===== config.mk =====
export PLATFORM = sky130hd
export DESIGN_NAME = indexed_ordered_list
export DESIGN_NICKNAME = d
export VERILOG_FILES = /design/src/sv/iol_pkg.sv /design/src/sv/iol_dpath.sv /design/src/sv/iol_ctrl.sv /design/src/sv/indexed_ordered_list.sv
export SDC_FILE = /design/constraint.sdc
export NUM_CORES = 2
export LEC_CHECK = 0
export ABC_CLOCK_PERIOD_IN_PS = 7150
export BUFFER_PORTS_ARGS = -buffer_cell sky130_fd_sc_hd__buf_2
export CAP_MARGIN = 5
export CORE_ASPECT_RATIO = 2
export CORE_MARGIN = 2
export CORE_UTILIZATION = 56
export DETAILED_ROUTE_END_ITERATION = 7
export PLACE_DENSITY = 0.76
export SLEW_MARGIN = 10
export SYNTH_ARGS = -nofsm -noshare
export SYNTH_HDL_FRONTEND = slang
export SYNTH_SLANG_ARGS = --single-unit

===== constraint.sdc =====
create_clock -name clk -period 7.15 [get_ports clk]
set_input_delay 0.715 -clock clk [delete_from_list [all_inputs] [get_ports clk]]
set_output_delay 0.715 -clock clk [all_outputs]
set_load 0.01 [all_outputs]

===== src/sv/iol_pkg.sv =====
`timescale 1ns / 1ps
package iol_pkg;

    localparam int IOL_CAPACITY   = 16;
    localparam int IOL_DATA_WIDTH = 64;

    localparam logic [1:0] OP_FRONT  = 2'd0;
    localparam logic [1:0] OP_BACK   = 2'd1;
    localparam logic [1:0] OP_READ   = 2'd2;
    localparam logic [1:0] OP_DELETE = 2'd3;

    localparam logic [1:0] ST_DONE   = 2'd0;
    localparam logic [1:0] ST_ABSENT = 2'd1;
    localparam logic [1:0] ST_FULL   = 2'd2;

    typedef struct packed {
        logic [1:0]  operation;
        logic [3:0]  position;
        logic [63:0] entry_data;
    } item_t;

    typedef struct packed {
        logic [1:0]  status;
        logic [63:0] read_word;
        logic [4:0]  entry_count;
    } result_t;

    typedef struct packed {
        logic       ld;
        logic       rd;
        logic       wr_shift;
        logic       wr_word;
        logic       step;
        logic       fin;
        logic       fin_inc;
        logic       fin_dec;
        logic       fin_read;
        logic [1:0] fin_status;
    } cmd_t;

    typedef struct packed {
        logic is_insert;
        logic is_front;
        logic is_read;
        logic full;
        logic absent;
        logic more;
    } stat_t;

endpackage


===== src/sv/iol_dpath.sv =====
`timescale 1ns / 1ps
module iol_dpath #(
    parameter int CAPACITY   = 16,
    parameter int DATA_WIDTH = 64
) (
    input  logic            clk,
    input  logic            rst_n,
    input  iol_pkg::item_t  item,
    input  iol_pkg::cmd_t   cmd,
    output iol_pkg::stat_t  stat,
    output logic            done,
    output iol_pkg::result_t result
);
    import iol_pkg::*;

    localparam int AW   = (CAPACITY > 1) ? $clog2(CAPACITY) : 1;
    localparam int CW   = $clog2(CAPACITY + 1);
    localparam int CMPW = (CW > 4) ? CW + 1 : 5;

    logic [DATA_WIDTH-1:0] mem [CAPACITY];

    logic [1:0]            op_reg;
    logic [3:0]            pos_reg;
    logic [DATA_WIDTH-1:0] word_reg;
    logic [CW-1:0]         cnt_reg;
    logic [CW-1:0]         cnt_next;
    logic [CW-1:0]         cur_reg;
    logic [DATA_WIDTH-1:0] rd_data_reg;
    logic                  done_reg;
    result_t               result_reg;

    logic [AW-1:0]         rd_addr;
    logic [AW-1:0]         wr_addr;
    logic [DATA_WIDTH-1:0] wr_data;
    logic                  wr_en;
    logic [CMPW-1:0]       cur_plus;

    assign cur_plus = CMPW'(cur_reg) + CMPW'(1);

    always_comb
    begin
        stat.is_insert = (op_reg == OP_FRONT) || (op_reg == OP_BACK);
        stat.is_front  = (op_reg == OP_FRONT);
        stat.is_read   = (op_reg == OP_READ);
        stat.full      = (CMPW'(cnt_reg) >= CMPW'(CAPACITY));
        stat.absent    = (CMPW'(pos_reg) >= CMPW'(cnt_reg));
        if (op_reg == OP_FRONT)
        begin
            stat.more = (cur_reg != '0);
        end
        else
        begin
            stat.more = (cur_plus < CMPW'(cnt_reg));
        end
    end

    always_comb
    begin
        case (op_reg)
            OP_FRONT:  rd_addr = AW'(cur_reg - CW'(1));
            OP_DELETE: rd_addr = cur_plus[AW-1:0];
            default:   rd_addr = AW'(pos_reg);
        endcase
    end

    always_comb
    begin
        wr_en   = cmd.wr_shift || cmd.wr_word;
        wr_data = rd_data_reg;
        wr_addr = cur_reg[AW-1:0];
        if (cmd.wr_word)
        begin
            wr_data = word_reg;
            wr_addr = (op_reg == OP_FRONT) ? '0 : cnt_reg[AW-1:0];
        end
    end

    always_comb
    begin
        cnt_next = cnt_reg;
        if (cmd.fin_inc)
        begin
            cnt_next = cnt_reg + CW'(1);
        end
        else if (cmd.fin_dec)
        begin
            cnt_next = cnt_reg - CW'(1);
        end
    end

    always_ff @(posedge clk)
    begin
        if (wr_en)
        begin
            mem[wr_addr] <= wr_data;
        end
        if (cmd.rd)
        begin
            rd_data_reg <= mem[rd_addr];
        end
    end

    always_ff @(posedge clk)
    begin
        if (cmd.ld)
        begin
            op_reg   <= item.operation;
            pos_reg  <= item.position;
            word_reg <= item.entry_data[DATA_WIDTH-1:0];
            if (item.operation == OP_FRONT)
            begin
                cur_reg <= cnt_reg;
            end
            else
            begin
                cur_reg <= CW'(item.position);
            end
        end
        else if (cmd.step)
        begin
            if (op_reg == OP_FRONT)
            begin
                cur_reg <= cur_reg - CW'(1);
            end
            else
            begin
                cur_reg <= cur_reg + CW'(1);
            end
        end
        if (cmd.fin)
        begin
            result_reg.status      <= cmd.fin_status;
            result_reg.read_word   <= cmd.fin_read ? 64'(rd_data_reg) : 64'd0;
            result_reg.entry_count <= 5'(cnt_next);
        end
    end

    always_ff @(posedge clk or negedge rst_n)
    begin
        if (!rst_n)
        begin
            cnt_reg  <= '0;
            done_reg <= 1'b0;
        end
        else
        begin
            done_reg <= cmd.fin;
            if (cmd.fin)
            begin
                cnt_reg <= cnt_next;
            end
        end
    end

    assign done   = done_reg;
    assign result = result_reg;

endmodule


===== src/sv/iol_ctrl.sv =====
`timescale 1ns / 1ps
module iol_ctrl (
    input  logic           clk,
    input  logic           rst_n,
    input  logic           start,
    input  iol_pkg::stat_t stat,
    output iol_pkg::cmd_t  cmd,
    output logic           busy
);
    import iol_pkg::*;

    localparam logic [2:0] S_IDLE  = 3'd0;
    localparam logic [2:0] S_EVAL  = 3'd1;
    localparam logic [2:0] S_SHIFT = 3'd2;
    localparam logic [2:0] S_WR    = 3'd3;
    localparam logic [2:0] S_PUT   = 3'd4;
    localparam logic [2:0] S_RWAIT = 3'd5;

    logic [2:0] state_reg;
    logic [2:0] state_next;

    always_comb
    begin
        cmd        = '0;
        state_next = state_reg;
        case (state_reg)
            S_IDLE:
            begin
                if (start)
                begin
                    cmd.ld     = 1'b1;
                    state_next = S_EVAL;
                end
            end
            S_EVAL:
            begin
                if (stat.is_insert)
                begin
                    if (stat.full)
                    begin
                        cmd.fin        = 1'b1;
                        cmd.fin_status = ST_FULL;
                        state_next     = S_IDLE;
                    end
                    else if (stat.is_front)
                    begin
                        state_next = S_SHIFT;
                    end
                    else
                    begin
                        state_next = S_PUT;
                    end
                end
                else if (stat.absent)
                begin
                    cmd.fin        = 1'b1;
                    cmd.fin_status = ST_ABSENT;
                    state_next     = S_IDLE;
                end
                else if (stat.is_read)
                begin
                    cmd.rd     = 1'b1;
                    state_next = S_RWAIT;
                end
                else
                begin
                    state_next = S_SHIFT;
                end
            end
            S_SHIFT:
            begin
                if (stat.more)
                begin
                    cmd.rd     = 1'b1;
                    state_next = S_WR;
                end
                else if (stat.is_front)
                begin
                    state_next = S_PUT;
                end
                else
                begin
                    cmd.fin        = 1'b1;
                    cmd.fin_dec    = 1'b1;
                    cmd.fin_status = ST_DONE;
                    state_next     = S_IDLE;
                end
            end
            S_WR:
            begin
                cmd.wr_shift = 1'b1;
                cmd.step     = 1'b1;
                state_next   = S_SHIFT;
            end
            S_PUT:
            begin
                cmd.wr_word    = 1'b1;
                cmd.fin        = 1'b1;
                cmd.fin_inc    = 1'b1;
                cmd.fin_status = ST_DONE;
                state_next     = S_IDLE;
            end
            S_RWAIT:
            begin
                cmd.fin        = 1'b1;
                cmd.fin_read   = 1'b1;
                cmd.fin_status = ST_DONE;
                state_next     = S_IDLE;
            end
            default:
            begin
                state_next = S_IDLE;
            end
        endcase
    end

    always_ff @(posedge clk or negedge rst_n)
    begin
        if (!rst_n)
        begin
            state_reg <= S_IDLE;
        end
        else
        begin
            state_reg <= state_next;
        end
    end

    assign busy = (state_reg != S_IDLE);

endmodule


===== src/sv/indexed_ordered_list.sv =====
`timescale 1ns / 1ps
// Ordered list of up to CAPACITY entry words held in a single-port memory.
// Pulse start while busy is low to hand in one item; busy then stays high
// for the length of the operation and the result appears on result with done
// high for one cycle, in the cycle busy drops, with no way to hold it off.
// A new item can be accepted in that same cycle. Busy spans an evaluation
// state that alone ends a full insert or absent position; append adds a
// write, read a read wait, insert at front a read and write per entry moved
// plus a last check and the new word's write, delete a read and write per
// entry after position plus a last check. Entries move one word at a time.
module indexed_ordered_list #(
    parameter int CAPACITY   = iol_pkg::IOL_CAPACITY,
    parameter int DATA_WIDTH = iol_pkg::IOL_DATA_WIDTH
) (
    input  logic             clk,
    input  logic             rst_n,
    input  logic             start,
    output logic             busy,
    input  iol_pkg::item_t   item,
    output logic             done,
    output iol_pkg::result_t result
);
    import iol_pkg::*;

    cmd_t  cmd;
    stat_t stat;

    iol_ctrl u_ctrl (
        .clk   (clk),
        .rst_n (rst_n),
        .start (start),
        .stat  (stat),
        .cmd   (cmd),
        .busy  (busy)
    );

    iol_dpath #(
        .CAPACITY   (CAPACITY),
        .DATA_WIDTH (DATA_WIDTH)
    ) u_dpath (
        .clk    (clk),
        .rst_n  (rst_n),
        .item   (item),
        .cmd    (cmd),
        .stat   (stat),
        .done   (done),
        .result (result)
    );

    a_done_ends_busy: assert property (@(posedge clk) disable iff (!rst_n)
        done |-> (!busy && $past(busy)))
        else $error("result strobe without end of operation");

    a_start_busy: assert property (@(posedge clk) disable iff (!rst_n)
        (start && !busy) |=> busy)
        else $error("accepted item did not raise busy");

    a_full_count: assert property (@(posedge clk) disable iff (!rst_n)
        (done && result.status == ST_FULL) |-> (result.entry_count == 5'(CAPACITY)))
        else $error("full status with list not at capacity");

    a_fail_zero: assert property (@(posedge clk) disable iff (!rst_n)
        (done && result.status != ST_DONE) |-> (result.read_word == 64'd0))
        else $error("failed item returned a nonzero word");

endmodule

==> summary.md <==
| Metric | Value |
|---|---|
| Max Fclk | `230.6 MHz` |
| Place WS | `2.857 ns` |
| Post-Synth XOR/XNOR Area | `0.2661%` |
| H-tree lvl count | `3` |
| Vias | `between 20000 and 30000` |
| Kind of critical path | `reg2reg` |
| DP Area | `0.05136 mm2` |
| Final setup vio count | `0` |
| Cell row count | `about 150` |
| CTS clk-pin slew, worst paths | `around 0.070 ns` |
| Post-CTS Setup Inserts | `0` |
| Final Slew Violations | `0` |
| I/O pin total | `about 150` |
| Worst setup SP type | `register` |
| Largest net degree at the start of global routing | `172` |
| Clk_lat worst skew | `around 0.7 ns` |
| Initial Util | `between 50 and 60%` |
| Core Area | `~0.088 mm2` |
| CTS sink count | `1243` |
| Post-synth net total | `3595` |
| Maximum clock path buffer count | `3` |
| Final hold slack | `0.1910 ns` |
| Status | `completed` |
| Gr ovfl total | `0` |
| Fill cells | `between 6000 and 7000` |
| PwrDens | `around 440 mW/mm2` |
| Final hold violation count | `0` |
| Max-slew headroom | `19.08%` |
| Die X | `214.0 um` |
| Post-DR wirelength/cell | `24.84 um` |
| Final WL | `approximately 120000 um` |
| Post-synth EDFFs | `between 1000 and 1500` |
| Overall Power | `23.93 mW` |
| CTS tree | `yes` |
| Sequential share of the synthesized area | `75.51%` |
| Die span in y | `423.9 um` |
| Synth Area in Adders | `0.4055%` |
| Mapped cell area | `a little under 0.05 mm2` |
| Post-cts resize count | `0` |
| Setup Skew | `0.02738 ns` |
| Fin area | `between 0.05 and 0.06 mm2` |
| HPWL after DPL | `60940 um` |
| CP endpoint kind | `register` |
| Vias in the first global route | `29260` |
| Final worst-path cycle share | `60.64%` |
| Synth Register Bits | `1243` |
| Buffers on Ports | `145` |
| Crit-path max FO | `73` |
| Max FFs per register | `1024` |
| Final WS setup | `2.814 ns` |
| Placer congestion estimate | `0.8069` |
| Dominant synthesized flop cell | `edfxtp_1` |
| Compound-gate portion of the synthesized area | `under 10%` |
| Unique masters post-synth | `60` |
| Drt drc | `0` |
| Top cells by area, synth | `edfxtp_1 (75%), nand2_1 (8.0%), nand3_1 (4.6%)` |
| Avg Inst Size Synth | `14.08 um2` |
| Fin crit period | `4.336 ns` |
| Mapped Cells | `3506` |
| ANT cells | `0` |
| Main combinational cell family by area after synthesis | `simple AND/OR/NAND/NOR gates` |
| Initial antenna violation count | `1` |
| First-pass GRT wire length | `179700 um` |
| Total iterations of the first detailed-routing run | `6` |
| Mux cell area share after synthesis | `2.740%` |
| Min-Delay Path Class | `in2reg` |
| Root buffer cell | `clkbuf_16` |
| Fraction of layout cells with a size suffix above 1 | `13.72%` |
| WP data required | `7.46 ns` |
| Post-synthesis simple-gate area fraction | `14.02%` |
| RSZ-0062 raised after global routing | `false` |
| Yosys top cell by area | `edfxtp_1` |
| Max-cap check violation count | `0` |
| Post-route setup TNS | `0 ns` |
| Area grow syn2layout | `10.91%` |
| Asr flop ratio synth | `less than 1%` |
| Final ANT Viol Nets | `0` |
| Critical Path AT | `4.65 ns` |
| Drt initial violations | `3986` |
| Leak | `19.05 nW` |
| Fin nets | `3689` |
| Synth Warn # | `0` |
| Top cell type's share of synthesized area | `75.06%` |
| Worst vdd ir | `0.0003866 V` |
| Via density | `6.122` |
| DIE AREA | `slightly above 0.09 mm2` |
| Actual slew at the worst max-slew pin | `about 1.2 ns` |
| Num CTS Buffers | `102` |
| Total global-route track usage | `a little over a quarter` |
[synth_stat cells, drive strengths merged, types with 3 or more instances]
cell	count
edfxtp	1234
nand2	1047
nand3	459
mux2i	134
clkbuf	109
buf	101
a21oi	73
a221oi	65
and2	65
o221a	64
nor2	31
ha	16
inv	16
o21ai	12
xnor2	12
dfrtp	9
nor3	7
and3	4
nand4	4
o31ai	4
a21boi	3
clkinv	3
o211ai	3
xor2	3
[path summary, 6_finish.rpt]
path,slack [ns],start,cells after the start,end
worst max-delay path,2.81,u_ctrl.state_reg[2],7,u_dpath.mem[5][3]
worst min-delay path,0.19,item[48],1,u_dpath.word_reg[48]
worst max register to register,2.81,u_ctrl.state_reg[2],7,u_dpath.mem[5][3]
worst min register to register,0.56,u_dpath.rd_data_reg[2],1,u_dpath.result[7]
max in group asynchronous,6.51,rst_n,2,u_dpath.cnt_reg[1]
min in group asynchronous,0.43,rst_n,2,u_ctrl.state_reg[2]
[layer usage]
metal  vias up  part of all wire, %  track usage [%]
met5         -                    0                0
met4         0                  3.5            11.11
met3       285                  9.0            3.470
met2      1768                   50            45.02
met1     14620                   37            34.44
li1      13030                    -                -
[layout by cell type (no fill, tap or decap), types with 40 or more instances in the layout]
cell type and n:
o221a_2 51, buf_4 40, buf_2 145, a221oi_2 64, nand3_1 457, edfxtp_1 1234, mux2i_1 134, a21oi_1 73
and2_1 65, clkbuf_16 105, nand2_1 1045
[what timing repair did]
item	CTS	global route
endpoints found under the setup margin	0	0
hold buffers	1	0
hold endpoints to repair	9	0
[critical path: stages (launching register included)]
cell,delay (ns)
dfrtp_1,0.48
clkinv_1,0.34
nor3_4,0.21
buf_4,0.80
a41oi_1,0.61
nor2_4,0.25
buf_4,0.53
buf_4,0.68
[logic make-up after synthesis]
family	count (synthesis)
simple gates	1626
flops	1243
compound gates	242
buf+inv	229
mux	135
fa+ha+maj	16
xor+xnor	15
[per-stage QoR]
| stage | utilization, % | instances |
|---|---|---|
| after floorplan | - | 3506 |
| final | 62.45 | 4851 |
| after detailed placement | 58.59 | 4665 |
| after global placement | 58.59 | 4665 |
| after CTS | 62.45 | 4851 |
| after global routing | 62.45 | 4851 |
[cell type report]
type	count	area [um2]	area share (%)
flip-flops and latches	1243	37280	68.09
multi-input cells	2034	11240	20.53
clock buffers	125	2703	4.936
well taps	1170	1464	2.674
repair buffers	200	1316	2.404
clock inverters	60	678.2	1.239
inverters	19	71.32	0.1303
[power by group]
part           switching (mW)  total, mW  internal (mW)
Combinational            5.50       7.67           2.17
Clock                    2.53       5.70           3.16
Sequential              0.389       10.6           10.2
Note: power is estimated with default switching activity, not from simulation.
